## src/rtl/uee_ram.sv

```systemverilog
module uee_ram #(
   parameter int WIDTH = 8,
   parameter int DEPTH = 256
) (
   input  logic                     clock,
   input  logic                     wr_en,
   input  logic [$clog2(DEPTH)-1:0] wr_addr,
   input  logic [WIDTH-1:0]         wr_data,
   input  logic [$clog2(DEPTH)-1:0] rd_addr,
   output logic [WIDTH-1:0]         rd_data
);
   logic [WIDTH-1:0] mem [DEPTH];

   always_ff @(posedge clock) begin
      if (wr_en) mem[wr_addr] <= wr_data;
      rd_data <= mem[rd_addr];
   end
endmodule

```

## config.mk

```make
export PLATFORM = sky130hd
export DESIGN_NAME = uee_ram
export DESIGN_NICKNAME = d
export VERILOG_FILES = /design/src/rtl/uee_ram.sv
export SDC_FILE = /design/constraint.sdc
export NUM_CORES = 2
export LEC_CHECK = 0
export BUFFER_PORTS_ARGS = -buffer_cell sky130_fd_sc_hd__buf_2
export CELL_PAD_IN_SITES_DETAIL_PLACEMENT = 1
export CELL_PAD_IN_SITES_GLOBAL_PLACEMENT = 2
export CORE_ASPECT_RATIO = 0.6
export CORE_UTILIZATION = 45
export CTS_CLUSTER_SIZE = 16
export DETAILED_ROUTE_END_ITERATION = 8
export PLACE_DENSITY_LB_ADDON = 0.1
export SLEW_MARGIN = 40
export SYNTH_ARGS = -nofsm -noshare
export SYNTH_HDL_FRONTEND = slang
export SYNTH_SLANG_ARGS = --single-unit
export TNS_END_PERCENT = 5
```

## constraint.sdc

```tcl
create_clock -name clock -period 5.5 [get_ports clock]
set_clock_uncertainty 0.2 [all_clocks]
set_input_delay 1.1 -clock clock [delete_from_list [all_inputs] [get_ports clock]]
set_output_delay 1.1 -clock clock [all_outputs]
set_load 0.01 [all_outputs]
```

; ---- Word-level counts from Yosys, hierarchy flattened
; Memory sizes are Yosys's and may differ from the RTL's. A register that Yosys moved wholly into a read port is not among the register bits.
; Cells that the tools add are included.
; Widths: inputs -> output; s select.
[word_totals]
register_bits = 0
rom_bits = 0
ram_bits = 2048
n_memories = 1
latchBits = 0
wordCells = 3
out_inout_bits = 8
[op_classes]
n_mul = 0
reduce_logical = 0
mux = 2
n_lt_le_gt_ge = 0
div_mod_pow = 0
shift = 0
add_sub_neg = 0
n_bitwise = 0
n_eq_ne = 0
[memory_table]
columns = name, depth, width, rd, rd_clocked_by_memory_dff, write_ports, line_no
row1 = mem, 256, 8, 1, 1, 1, 12  ; logic [WIDTH-1:0] mem [DEPTH];
[ops]
columns = operator, count
row1 = $mux 1, 2

; ---- Longest topological paths before layout
[logic_depth]
word_depth = 2
mapped_depth = 11
mapped_depth_nobuf = 6

; ---- Least setup slack after synthesis
; OpenSTA, ideal clock, no wires.
[synth_path]
path_kind = input port to flip-flop
from = input port rd_addr[0]
to = register rd_data[2] (read register of mem)
path_buffers = 4
setup_time_ns = 0.131
slack_ns = 2.262
t_arrival_ns = 2.907
cell_stages = 9
cell_sequence = buf_6 -> buf_12 -> buf_8 -> buf_2 -> mux4_2 -> a22oi_1 -> a21oi_1 -> nor4_1 -> nor4_2
[synth_lines]
columns = element, line_no
row1 = "start, declared", 9  ; input logic [$clog2(DEPTH)-1:0] rd_addr,
row2 = "end, declared", 10  ; output logic [WIDTH-1:0] rd_data

==> out/qor.csv <==
stage;metric;value;unit
run_status;status;finished clean;
grt;largest net degree at the start of global routing;133;
sta;Tmin final;4106;ps
power_and_ir_drop;VDD IR-drop max;299.4;uV
routing;DRT iter0 DRCs;5200;
grt;first-pass GRT wire length;320200;um
hold_path;hold crit path type;in2reg;
grt;via count of the first global-routing pass;40490;
floorplanning;CORE AREA;175500;sq um
routing;routed via count;39830;
cells_and_area;synthesis-to-layout area growth;12.92;%
clocking;TritonCTS Buffers;196;
synth;sequential area share after synthesis;0.7750;
clocking;Post-CTS Setup Inserts;0;
power_and_ir_drop;pwr dens;362.0;nW/um^2
synth;Syn Inst Count;3733;
clocking;H-tree Lvls;4;
sta;Total Negative Setup Slacks;0;ps
sta;unrepaired setup endpoints after global routing;no;
place;Placed Cells;6049;
clocking;CTS Hold Bufs;0;
sta;fmax;243.5;MHz
worst_setup_path;Worst Setup SP;rd_addr[0];
hold_path;hold path depth;1;
synth;Post-synth EDFFs;2048;
clocking;Clock Latency Late Sink;840;ps
place;IO buf count;33;
clocking;clk buf depth;4;
routing;drt pass-1 iters;5;
power_and_ir_drop;Power Total;0.03252;W
synth;Mapped Nets;3759;
worst_setup_path;CP Data Arrival Time;4590;ps
routing;Post-DRT Antenna Nets;0;
place;RePlAce Congestion;0.8592;
floorplanning;Chip Height;327.7;um
place;DP Wirelength;148100;um
cells_and_area;Post-Layout Cell Count;6399;
worst_setup_path;reg-to-reg critical path endpoint;rd_data[7]$_DFF_P_;
sta;final hold vios;0;
cells_and_area;final core utilization;0.5118;
floorplanning;Die X;544.8;um
clocking;CTS resizes;0;
grt;initial antenna violation count;17;
job;max-cap violations;0;
synth;Unique masters post-synth;55;
sta;Finish-stage setup viols;0;
routing;final WL;231100;um
place;Placed Area;83100;sq um
worst_setup_path;largest fanout on the critical path;27;
power_and_ir_drop;Static Leakage;27.44;nW
synth;#FFs+latches synth;2056;
hold_path;Worst Min Path Start;wr_data[4];
worst_setup_path;reg-to-reg startpoint;mem[77][7]$_DFFE_PP_;
clocking;CTS clk-pin slew, worst paths;70;ps
cells_and_area;most frequent cells in the layout;edfxtp_1 (2048), mux4_2 (454), clkbuf_16 (200);
worst_setup_path;CP endpoint kind;flip-flop;
synth;async set-or-reset flop fraction in the synthesized netlist;0;
synth;Yosys warnings;0;
sta;Slew Limit Fails;0;
floorplanning;I/O Pins;34;
clocking;TritonCTS clock tree;yes;
cells_and_area;design area;89830;sq um
worst_setup_path;WP data required;5990;ps
grt;grt ovf;0;
sta;relative slew slack;0.2810;
grt;All-Layer GR Usage;0.2597;
routing;DRC viols;0;
floorplanning;DIE AREA;178500;sq um
synth;Mapped Area;79560;sq um
worst_setup_path;startpoint types;input pin;
cells_and_area;layout cells sized above 1;0.2831;
synth;syn avg cell area;21.31;sq um
worst_setup_path;critical setup path kind;in2reg;
routing;wire per inst;36.12;um
synth;dominant synthesized flop cell;edfxtp_1;
clocking;clk root buf;clkbuf_16;
cells_and_area;# fillers;15240;
clocking;Sink Count;2056;
hold_path;Worst Hold End;mem[209][4]$_DFFE_PP_;
sta;Slew @ Worst Pin;1078;ps
worst_setup_path;setup slack, reg-to-reg;2500;ps
cells_and_area;most common cell after layout, fill and taps aside;edfxtp_1;
floorplanning;Initial Util;0.4532;
floorplanning;row cnt;119;
cells_and_area;fin nets;3920;
sta;period utilization;0.7466;
routing;DR vias/cell;6.224;
worst_setup_path;Worst Reg-to-Reg Cells;6;
## metrics by stage
step / hold WS (ps) / setup WS, ps
after floorplan: 569.9 / 2262
after global placement: 801.9 / 329.5
after detailed placement: 829.1 / 584.5
after CTS: 588.8 / 1476
after global routing: 431.7 / 1334
final: 466.0 / 1394
## registers in the layout, indices dropped and copies added (netlist names)
register	cells
mem	2048
rd_data	8
## power by group
group | switching, W | leakage (nW) | internal [W] | total, W
Sequential | 0.0000286 | 18.5 | 0.0173 | 0.0173
Clock | 0.00580 | 3.04 | 0.00769 | 0.0135
Combinational | 0.00117 | 5.92 | 0.000562 | 0.00173
Total | 0.00700 | 27.4 | 0.0255 | 0.0325
## cell usage after synthesis (all sizes together), types with 12 or more instances
library cell / count / area (sq um)
a211oi: 16 / 120.1
mux4: 456 / 10280
nand3: 34 / 170.2
nor3: 22 / 110.1
clkbuf: 111 / 416.7
nor4: 27 / 187.7
edfxtp: 2048 / 61500
a221oi: 14 / 128.9
buf: 122 / 1032
o22ai: 28 / 175.2
o221ai: 47 / 417.9
nand2: 33 / 123.9
a21oi: 96 / 480.5
nor2b: 31 / 193.9
nor2: 282 / 1059
o21ai: 12 / 60.06
a22oi: 133 / 998.5
mux2i: 134 / 1341
## per-layer routing
metal | part of all wire | global-route usage | wire length [um]
met5 | 0.000030 | 0 | 7
met4 | 0.017 | 0.05844 | 3885
met3 | 0.11 | 0.09365 | 24960
met2 | 0.43 | 0.3620 | 98720
met1 | 0.45 | 0.3904 | 103600
## final cells by class
cell class,instances,area [sq um],share of cell area
Multi-Input combinational cell,1442,17070,0.1900
Antenna cell,3,7.507,0.00008357
Clock inverter,99,1089,0.01212
Inverter,2,7.507,0.00008357
Tap cell,2359,2952,0.03286
Clock buffer,242,5140,0.05722
Timing Repair Buffer,196,1911,0.02127
Sequential cell,2056,61660,0.6864
## worst max-delay path: stages
cell      delay (ps)
buf_8            270
buf_4            420
buf_4            500
mux2i_1          270
o221ai_1         340
a21oi_1          590
o32ai_2          170
nor3_1           600
buf_4            230
nor4_2            40
## cells by family (layout without fill, tap and decap cells)
logic type	count (synthesis)	count (layout)	synth area share
compound gates	385	385	0.03419
buf+inv	235	539	0.01831
other cells	0	3	0
flops	2056	2056	0.7750
simple gates	466	466	0.02628
mux	591	591	0.1462
## how the worst max path moves through the flow
stage | endpoint | slack (ps)
6_report | rd_data[6]$_DFF_P_ | 1390
2_1_floorplan | rd_data[2]$_DFF_P_ | 2260
4_1_cts | rd_data[6]$_DFF_P_ | 1480
3_5_place_dp | rd_data[6]$_DFF_P_ | 580
5_1_grt | rd_data[6]$_DFF_P_ | 1330
3_3_place_gp | rd_data[1]$_DFF_P_ | 330
Power figures use the tool's default switching activity.
