--- src/rtl/uee_pkg.sv ---
package uee_pkg;

   localparam int MAX_VERTICES = 256;
   localparam int MAX_EDGES    = 256;
   localparam int VIDX_W       = 8;
   localparam int KEY_W        = 2 * VIDX_W;
   localparam int CNT_W        = 9;
   localparam int COORD_W      = 32;
   localparam int POS_W        = 3 * COORD_W;

   localparam logic [1:0] OP_CLEAR = 2'd0;
   localparam logic [1:0] OP_LOAD  = 2'd1;
   localparam logic [1:0] OP_ADD   = 2'd2;
   localparam logic [1:0] OP_READ  = 2'd3;

   // broadcast from the controller to every cell
   typedef struct packed {
      logic              ins;
      logic [KEY_W-1:0]  key;
      logic              clr;
   } cell_cmd_type;

   function automatic logic [COORD_W-1:0] sat_sub(input logic [COORD_W-1:0] hi,
                                                  input logic [COORD_W-1:0] lo);
      logic [COORD_W:0] d;
      d = {hi[COORD_W-1], hi} - {lo[COORD_W-1], lo};
      if (d[COORD_W] != d[COORD_W-1])
         sat_sub = d[COORD_W] ? {1'b1, {(COORD_W-1){1'b0}}} : {1'b0, {(COORD_W-1){1'b1}}};
      else
         sat_sub = d[COORD_W-1:0];
   endfunction

endpackage

--- src/rtl/uee_cell.sv ---
module uee_cell (
   input  logic                      clock,
   input  logic                      reset,
   input  uee_pkg::cell_cmd_type     cmd,
   input  logic                      prev_occ,
   input  logic                      prev_lt,
   input  logic [uee_pkg::KEY_W-1:0] prev_key,
   output logic                      occ,
   output logic                      lt,
   output logic                      hit,
   output logic [uee_pkg::KEY_W-1:0] key
);
   logic                      occ_ff;
   logic [uee_pkg::KEY_W-1:0] key_ff;

   assign occ = occ_ff;
   assign key = key_ff;
   // occupied and smaller than the key being inserted
   assign lt  = occ_ff && (key_ff < cmd.key);
   assign hit = occ_ff && (key_ff == cmd.key);

   always_ff @(posedge clock) begin
      if (reset || cmd.clr) begin
         occ_ff <= 1'b0;
      end else if (cmd.ins && !lt) begin
         if (prev_lt) begin
            occ_ff <= 1'b1;
            key_ff <= cmd.key;
         end else if (prev_occ) begin
            occ_ff <= 1'b1;
            key_ff <= prev_key;
         end
      end
   end
endmodule

--- config.mk ---
export PLATFORM = sky130hd
export DESIGN_NAME = uee_cell
export DESIGN_NICKNAME = d
export VERILOG_FILES = /design/src/rtl/uee_pkg.sv /design/src/rtl/uee_cell.sv
export SDC_FILE = /design/constraint.sdc
export NUM_CORES = 1
export LEC_CHECK = 0
export ABC_AREA = 0
export ABC_CLOCK_PERIOD_IN_PS = 6300
export BUFFER_PORTS_ARGS = -buffer_cell sky130_fd_sc_hd__buf_2
export CAP_MARGIN = 20
export CELL_PAD_IN_SITES_DETAIL_PLACEMENT = 1
export CELL_PAD_IN_SITES_GLOBAL_PLACEMENT = 1
export CORE_AREA = 2 2 63 65
export CTS_CLUSTER_DIAMETER = 100
export DETAILED_ROUTE_END_ITERATION = 8
export DIE_AREA = 0 0 65 67
export PLACE_DENSITY_LB_ADDON = 0.15
export SLEW_MARGIN = 25
export SYNTH_ARGS = -nofsm -noshare
export SYNTH_HDL_FRONTEND = slang
export SYNTH_SLANG_ARGS = --single-unit
--- constraint.sdc ---
create_clock -name clock -period 6.3 [get_ports clock]
set_input_delay 0.63 -clock clock [delete_from_list [all_inputs] [get_ports clock]]
set_output_delay 0.63 -clock clock [all_outputs]
set_load 0.02 [all_outputs]
Word level (Yosys, flattened, before mapping)
Index checks and enable logic that the tools add are counted.
- $lt $le $gt $ge: 1
- equal/unequal tests: 1
- multiplexer cells: 4
- bitwise logic cells: 1
- reductions and logical operators: 8
- operators with widths (kind ; number):
    16-bit two-way mux ; 2
    16-bit equality test ; 1
    16-bit less-than comparator ; 1
    1-bit logical AND ; 3
    3-bit AND reduction ; 1
    1-bit two-way mux ; 2
    2-bit AND reduction ; 1
    2-bit nonzero test ; 1
    1-bit logical NOT ; 1
    1-bit logical OR ; 1
    1-bit inverter ; 1
- flip-flop bits (word level): 17
- input bits: 38
- output and inout port bits: 19
- logic and storage cells: 17

Longest topological paths before layout
Gate-level depths: netlist of the first run.
- depth after elaboration: 5
- mapped depth: 6

Least setup slack after synthesis of the first run
Ideal clock, no wire load.
- path type: input to register
- start: input cmd[16] in the netlist's numbering
- end: register key_ff (netlist bit key[0]) (enable)
- setup time: 0.399 ns
- arrival time: 2.452 ns
- data required time: 5.901 ns
- slack: 3.450 ns
- cell stages on the path: 6
- path through: inv_1 > ha_1 > nand4_2 > nor4_2 > o21ai_1 > a31oi_1
- word-level cells in the longest chain between the ends: 5
- RTL lines (item ; line ; RTL):
    start, declared ; uee_cell.sv:4 ; input uee_pkg::cell_cmd_type cmd,
    16-bit less-than comparator ; uee_cell.sv:19 ; assign lt = occ_ff && (key_ff < cmd.key);
    1-bit logical AND ; uee_cell.sv:19 ;
    1-bit logical NOT ; uee_cell.sv:25 ; end else if (cmd.ins && !lt) begin
    1-bit logical AND ; uee_cell.sv:25 ;
    3-bit AND reduction (no source line) ; - ;
    end signal, assigned ; uee_cell.sv:28 ; key_ff <= cmd.key;
    end signal, assigned ; uee_cell.sv:31 ; key_ff <= prev_key;
    end, declared ; uee_cell.sv:14 ; logic [uee_pkg::KEY_W-1:0] key_ff;
No other way between the ends.
A chain may end at the register's enable or synchronous reset.

Final worst setup path of the first run
- start: input cmd[16] in the netlist's numbering
- end: output lt
- word-level cells in the longest chain between the ends: 2
- RTL lines (item ; line ; RTL):
    16-bit less-than comparator ; uee_cell.sv:19 ;
    1-bit logical AND ; uee_cell.sv:19 ;
    end, declared ; uee_cell.sv:9 ; output logic lt,
No other way between the ends.

==> impl_metrics.csv, run 1 <==
group,metric,value,unit
drt,routed_wl,2690,microns
run_status,status,"finished clean",
finish,num_antenna_cells,0,
die,start_util,32.1,%
die,dieArea,4360,sq um
die,dieHeight,67,microns
critical_path,start_kind,"input pin",
timing,tns,0,ns
die,num_rows,22,
drt,ant_nets,0,
pwr,finalPower,265,uW
critical_path,r2r_slack,3.99,ns
die,die_w,65,microns
drt,drc,0,
drt,via_per_inst,4.62,
synth,syn_area_per_cell,11.6,sq um
critical_path,arrival,2.08,ns
pwr,power_density,171,nW/um^2
place,dp_cells,202,
drt,num_vias,951,
clock_network,cts_tree,"done",
timing,max_slew.worst_pin.slew,0.613,ns
global_route,grt_pass1_vias,1044,
finish,final_nets,213,
synth,ys_ff_latch,17,
min_path,hold_class,"reg -> reg",
clock_network,holdBufCountCts,0,
timing,post-route-min-period,2.71,ns
synth,syn_area,1160,sq um
drt,dr.pass1.iters,2,
timing,finalCritPeriodShare,43.0,%
place,port_buffers,56,
synth,yosysUniqueCellTypes,23,
critical_path,crit_required,5.67,ns
timing,finalClockSkew,0.00418,ns
die,ios,57,
finish,synthToLayoutAreaGrowth,33.7,%
pwr,p_leak,0.000746,uW
timing,setup_viol,0,
synth,mappedNetlistNets,154,
run,drv_cap,0,
timing,report.final.hold_viol_count,0,
clock_network,post-cts-setup-buffer-count,0,
critical_path,critPathMaxFanout,3,
drt,first_iter_violations,9,
finish,instances_no_fill,206,
global_route,track_usage,13.9,%
clock_network,cts_buffers,3,
synth,syn_inst,100,
timing,rsz0062_at_grt,"false",
clock_network,cts_resized,0,
place,dp_hpwl,2250,microns
clock_network,cts_root_buffer,"clkbuf_8",
timing,fmax,369,MHz
timing,fin_ws,3.59,ns
place,gp_congestion,0.659,
timing,slew_violations,0,
synth,seq_area_frac_synth,43.2,%
die,core_area,3610,sq um
synth,ys_warn_count,0,
clock_network,clockBufferDepth,2,
global_route,grt_overflow,0,
place,pre_cts_ws,3.26,ns
clock_network,cts.htree.levels,1,
timing,relSlewSlack,59.1,%
global_route,grt_pass1_wl,4570,microns
finish,final_util,42.9,%
global_route,antenna_found_initial,0,
clock_network,insertion_delay,0.25,ns
pwr,ir_drop,0.0911,mV
clock_network,numClockSinks,17,
global_route,grt_max_degree,18,
drt,wl_per_cell,13.1,microns
finish,drive_above_1_share,51.3,%
critical_path,crit_type,"in -> out",
critical_path,worstSetupEndpointType,"output port",
clock_network,clkSlewWorstSetupHoldPaths,0.06,ns
## synth_stat cells
cell       n  share of area [%]
o21ai_0    1               0.43
o221a_2    1               0.97
ha_1      16                 17
a21o_1     1               0.65
edfxtp_1  16                 42
o21a_1     1               0.65
o21ai_1    2               0.86
nand2b_1   1               0.54
and3_1     1               0.54
dfxtp_1    1                1.7
inv_1     18                5.8
nor4_2     1                1.1
nor2_1     2               0.65
nand4_4    1                1.8
mux2_2    16                 16
nand4_2    1                1.1
buf_2      2               0.86
a21oi_1    6                2.6
a211oi_1   2                1.3
a31oi_1    1               0.54
or3_1      1               0.54
and3_2     1               0.65
nand2_1    7                2.3
## cell families after synthesis
family | after synthesis | synth area share, %
mux | 16 | 15.6
compound gates | 15 | 8.00
simple gates | 16 | 9.19
flops | 17 | 43.2
buf+inv | 20 | 6.70
fa+ha+maj | 16 | 17.3
## placed cells by master (no fill, tap or decap), drive strengths merged, types with 2 or more instances in the layout
cell / synthesis / final
and3: 2 / 2
mux2: 16 / 16
edfxtp: 16 / 16
nand2: 7 / 7
a211oi: 2 / 2
a21oi: 6 / 6
ha: 16 / 16
nor2: 2 / 2
clkbuf: 0 / 4
inv: 18 / 18
o21ai: 3 / 3
buf: 2 / 56
nand4: 2 / 2
## metrics by stage
step	area (sq um)	hold WS [ns]
after floorplan	1160	0.558
after global placement	1490	0.500
after detailed placement	1490	0.513
after CTS	1540	0.522
after global routing	1550	0.556
final	1550	0.517
## sequential cells by signal, indices dropped and copies added (netlist names)
name  count
key      16
occ       1
## report_power, final
part           internal [uW]  switching (uW)  total, uW
Sequential               128            1.59        130
Combinational           26.2            26.4       52.6
Clock                   44.9            37.4       82.3
Total                    199            65.4        265
## layout make-up
| type | count | area, sq um |
|---|---|---|
| fillers | 443 | 2060 |
| repair buffers | 56 | 280 |
| multi-input cells | 63 | 594 |
| inverters | 18 | 67.6 |
| flip-flops and latches | 17 | 500 |
| clock buffers | 4 | 45.0 |
| well taps | 48 | 60.1 |
## worst paths after layout
path	start	endpoint	cells past startpoint
worst max register to register	key[15]$_DFFE_PP_	key[12]$_DFFE_PP_	5
worst min-delay path	occ$_SDFFE_PP0P_	occ$_SDFFE_PP0P_	2
worst min register to register	occ$_SDFFE_PP0P_	occ$_SDFFE_PP0P_	2
worst max-delay path	cmd[16]	lt	8
## routing by layer
metal	vias to the layer above	track usage, %	wire length [microns]
met5	-	0	0
met4	0	4.79	39
met3	4	3.38	150
met2	30	25.9	1430
met1	442	15.3	1070
li1	475	-	-
## critical path: stages
cell and delay, ns:
buf_2 0.09, inv_1 0.04, ha_1 0.32, nand4_2 0.16, nor4_2 0.32, o21ai_1 0.17
and3_1 0.20, buf_2 0.15
Power figures use the tool's default switching activity.
==> run 2, diff against run 1 <==
--- a/config.mk
+++ b/config.mk
@@ -6,7 +6,7 @@
 export NUM_CORES = 1
 export LEC_CHECK = 0
 export ABC_AREA = 0
-export ABC_CLOCK_PERIOD_IN_PS = 6300
+export ABC_CLOCK_PERIOD_IN_PS = 2500
 export BUFFER_PORTS_ARGS = -buffer_cell sky130_fd_sc_hd__buf_2
 export CAP_MARGIN = 20
 export CELL_PAD_IN_SITES_DETAIL_PLACEMENT = 1
==> constraint.sdc (replaced) <==
create_clock -name clock -period 2.5 [get_ports clock]
set_input_delay 0.25 -clock clock [delete_from_list [all_inputs] [get_ports clock]]
set_output_delay 0.25 -clock clock [all_outputs]
set_load 0.02 [all_outputs]
==> impl_metrics.csv, run 2 (same netlist as run 1, synthesis figures left out) <==
group,metric,value,unit
clock_network,holdBufCountCts,0,
clock_network,cts_resized,0,
drt,via_per_inst,4.59,
finish,mostFrequentLayoutCells,"buf_2, inv_1, mux2_2, ha_1, edfxtp_1",
finish,num_antenna_cells,0,
clock_network,numClockSinks,17,
min_path,hold_class,"in -> reg",
finish,instances_no_fill,208,
global_route,grt_overflow,0,
timing,relSlewSlack,73.4,%
finish,synthToLayoutAreaGrowth,34.4,%
finish,largest_register_ff_count,16,
clock_network,cts_buffers,3,
place,dp_hpwl,2310,microns
global_route,grt_pass1_vias,1026,
critical_path,crit_type,"reg -> out",
drt,drc,0,
timing,fmax,457,MHz
clock_network,cts_root_buffer,"clkbuf_8",
pwr,power_density,431,nW/um^2
run,drv_cap,0,
timing,finalClockSkew,0.00281,ns
clock_network,post-cts-setup-buffer-count,0,
clock_network,insertion_delay,0.25,ns
finish,final_common_cell,"buf_2",
finish,final_nets,215,
run_status,status,"finished clean",
finish,drive_above_1_share,52.5,%
finish,final_util,43.1,%
clock_network,cts_tree,"done",
die,num_rows,22,
timing,report.final.hold_viol_count,0,
drt,num_vias,955,
critical_path,critPathMaxFanout,3,
timing,tns,0,ns
drt,first_iter_violations,22,
die,core_area,3610,sq um
critical_path,critPathMaxStageDelay,0.41,ns
drt,routed_wl,2690,microns
die,ios,57,
global_route,antenna_found_initial,0,
drt,wl_per_cell,13.0,microns
global_route,track_usage,13.6,%
timing,setup_viol,0,
die,dieArea,4360,sq um
critical_path,path_cells,"ha_1 -> nand4_2 -> nor4_2 -> o21ai_1 -> and3_1 -> buf_2",
place,gp_congestion,0.819,
clock_network,cts.htree.levels,1,
global_route,grt_pass1_wl,4420,microns
clock_network,clockBufferDepth,2,
timing,rsz0062_at_grt,"false",
pwr,p_leak,0.000758,uW
global_route,grt_max_degree,18,
drt,ant_nets,0,
die,start_util,32.1,%
critical_path,start_kind,"flop",
clock_network,clkSlewWorstSetupHoldPaths,0.07,ns
pwr,ir_drop,0.130,mV
die,die_w,65,microns
critical_path,crit_required,2.25,ns
timing,post-route-min-period,2.19,ns
timing,max_slew.worst_pin.slew,0.399,ns
place,dp_cells,204,
critical_path,worstSetupEndpointType,"output port",
critical_path,slowest_stage,"edfxtp_1",
critical_path,arrival,1.94,ns
drt,dr.pass1.iters,2,
timing,slew_violations,0,
die,dieHeight,67,microns
place,port_buffers,56,
timing,finalCritPeriodShare,87.5,%
## run 2: power breakdown
group          total [uW]  switching, uW  internal (uW)  leakage, uW
clock network         210           99.3            111    0.0000255
logic                 133           66.1           67.0     0.000579
registers             327           4.07            323     0.000154
total                 670            169            500     0.000758
## run 2: critical path: cells and delay by family (launching register included)
kind	cells	cell delay (ns)
flip-flops	1	0.41
AO/OA/AOI/OAI	1	0.14
adder cells (fa/ha/maj)	1	0.33
buffers and inverters	1	0.15
AND/OR/NAND/NOR	3	0.64
## run 2: final timing paths
path,slack (ns),startpoint,depth (start not counted),to
worst min register to register,0.52,occ$_SDFFE_PP0P_,2,occ$_SDFFE_PP0P_
worst max register to register,0.46,key[14]$_DFFE_PP_,6,key[10]$_DFFE_PP_
worst min-delay path,0.18,cmd[0],2,occ$_SDFFE_PP0P_
worst max-delay path,0.31,key[14]$_DFFE_PP_,6,lt
## run 2: metal layers
metal / wire length (microns) / GRT usage, % / up-vias
met3: 129 / 2.53 / 2
li1: - / - / 477
met5: 0 / 0 / -
met1: 1150 / 16.2 / 449
met4: 19 / 5.59 / 0
met2: 1390 / 24.1 / 27
## run 2: through the flow
stage               setup slack (ns)  hold WS, ns  instance area [sq um]  power [uW]
floorplan                      0.134        0.323                   1160         414
global placement               0.537        0.434                   1510         465
detailed placement             0.446        0.444                   1510         470
CTS                            0.275        0.170                   1560         681
global route                   0.152        0.174                   1560         707
finish                         0.311        0.178                   1560         670
## run 2: area by class of cell
| cell class | count | area (sq um) |
|---|---|---|
| Fill cell | 433 | 2050 |
| Multi-Input combinational cell | 63 | 586 |
| Sequential cell | 17 | 500 |
| Timing Repair Buffer | 58 | 295 |
| Inverter | 18 | 67.6 |
| Tap cell | 48 | 60.1 |
| Clock buffer | 3 | 41.3 |
| Clock inverter | 1 | 5.00 |
==> run 3, diff against run 2 <==
--- a/config.mk
+++ b/config.mk
@@ -15,6 +15,7 @@
 export CTS_CLUSTER_DIAMETER = 100
 export DETAILED_ROUTE_END_ITERATION = 8
 export DIE_AREA = 0 0 65 67
+export MAX_ROUTING_LAYER = met4
 export PLACE_DENSITY_LB_ADDON = 0.15
 export SLEW_MARGIN = 25
 export SYNTH_ARGS = -nofsm -noshare
==> impl_metrics.csv, run 3 (same netlist as run 1, synthesis figures left out) <==
group,metric,value,unit
drt,routed_wl,2690,microns
global_route,met1_usage,16.3,%
drt,drc,0,
critical_path,cp-startpoint,"key[14]$_DFFE_PP_",
global_route,grt_overflow,0,
critical_path,critPathMaxStageDelay,0.41,ns
finish,n_fill_cell,433,
timing,holdWs,0.178,ns
finish,num_antenna_cells,0,
clock_network,clkSlewWorstSetupHoldPaths,0.07,ns
critical_path,crit_required,2.25,ns
pwr,ir_drop,0.130,mV
critical_path,crit_type,"reg -> out",
global_route,grt_pass1_vias,1022,
pwr,finalPower,668,uW
finish,final_nets,215,
critical_path,start_kind,"flop",
drt,dr.pass1.iters,2,
timing,rsz0062_at_grt,"false",
die,dieArea,4360,sq um
die,die_w,65,microns
finish,final_common_cell,"buf_2",
critical_path,cp_top_family,"simple AND/OR/NAND/NOR gates",
timing,fmax,457,MHz
critical_path,r2r_slack,0.46,ns
min_path,hold_class,"in -> reg",
critical_path,r2r-start,"key[14]$_DFFE_PP_",
die,core_area,3610,sq um
finish,synthToLayoutAreaGrowth,34.4,%
finish,largest_register_ff_count,16,
place,pre_cts_ws,0.446,ns
run_status,status,"finished clean",
global_route,grt_max_degree,18,
global_route,antenna_found_initial,0,
timing,post-route-min-period,2.19,ns
clock_network,cts_root_buffer,"clkbuf_8",
die,num_rows,22,
clock_network,cts_tree,"done",
critical_path,crit_path_end,"lt",
critical_path,arrival,1.94,ns
clock_network,clockBufferDepth,2,
clock_network,cts.htree.levels,1,
clock_network,holdBufCountCts,0,
clock_network,cts_buffers,3,
timing,slew_violations,0,
timing,relSlewSlack,73.4,%
drt,ant_nets,0,
critical_path,slowest_stage,"edfxtp_1",
run,drv_cap,0,
pwr,power_density,429,nW/um^2
drt,num_vias,958,
timing,finalCritPeriodShare,87.5,%
die,start_util,32.1,%
critical_path,path_buf_inv,1,
critical_path,reg2reg_depth,6,
die,ios,57,
clock_network,post-cts-setup-buffer-count,0,
place,dp_hpwl,2310,microns
global_route,use_met2,24.1,%
finish,final_util,43.1,%
critical_path,path_cells,"ha_1 -> nand4_2 -> nor4_2 -> o21ai_1 -> and3_1 -> buf_2",
pwr,p_leak,0.000758,uW
critical_path,worstSetupEndpointType,"output port",
drt,first_iter_violations,19,
finish,mostFrequentLayoutCells,"buf_2, inv_1, mux2_2, ha_1, edfxtp_1",
critical_path,cp.depth,6,
global_route,grtUsageMet3,2.53,%
global_route,track_usage,14.0,%
drt,wl_per_cell,12.9,microns
clock_network,cts_resized,0,
die,dieHeight,67,microns
drt,via_per_inst,4.61,
place,gp_congestion,0.832,
timing,tns,0,ns
clock_network,insertion_delay,0.25,ns
timing,report.final.hold_viol_count,0,
timing,max_slew.worst_pin.slew,0.399,ns
global_route,grt_pass1_wl,4440,microns
place,port_buffers,56,
timing,setup_viol,0,
critical_path,r2r_end,"key[6]$_DFFE_PP_",
timing,finalClockSkew,0.00509,ns
timing,fin_ws,0.311,ns
finish,drive_above_1_share,52.5,%
global_route,top_usage_layer,"met2",
critical_path,critPathMaxFanout,3,
clock_network,numClockSinks,17,
-- run 3: layout make-up --
type / count / area, sq um / area share [%]
clock buffers: 3 / 41.3 / 2.65
clock inverters: 1 / 5.00 / 0.322
inverters: 18 / 67.6 / 4.34
multi-input cells: 63 / 586 / 37.7
flip-flops and latches: 17 / 500 / 32.2
well taps: 48 / 60.1 / 3.86
repair buffers: 58 / 295 / 19.0
-- run 3: worst min path at each step --
stage	slack (ns)	from	cells after the start	end
2_1_floorplan	0.32	cmd[0]	1	occ$_SDFFE_PP0P_
3_3_place_gp	0.43	cmd[0]	2	occ$_SDFFE_PP0P_
3_5_place_dp	0.44	cmd[0]	2	occ$_SDFFE_PP0P_
4_1_cts	0.17	cmd[0]	2	occ$_SDFFE_PP0P_
5_1_grt	0.17	cmd[0]	2	occ$_SDFFE_PP0P_
6_report	0.18	cmd[0]	2	occ$_SDFFE_PP0P_
-- run 3: report_power, final --
group	internal, uW	leakage, uW	switching, uW
registers	323	0.000154	4.08
clock network	111	0.0000255	97.1
logic	67.0	0.000579	66.0
-- run 3: routing by layer --
layer  wire length (microns)  vias to the layer above  share of wire [%]
li1                        -                      478                  -
met3                     129                        2                4.8
met5                       0                        -                  0
met1                    1140                      451                 42
met4                      19                        0               0.71
met2                    1400                       27                 52
-- run 3: per-stage QoR --
step                area (sq um)  std cells
floorplan                   1160        100
global placement            1510        204
global route                1560        208
CTS                         1560        208
detailed placement          1510        204
finish                      1560        208
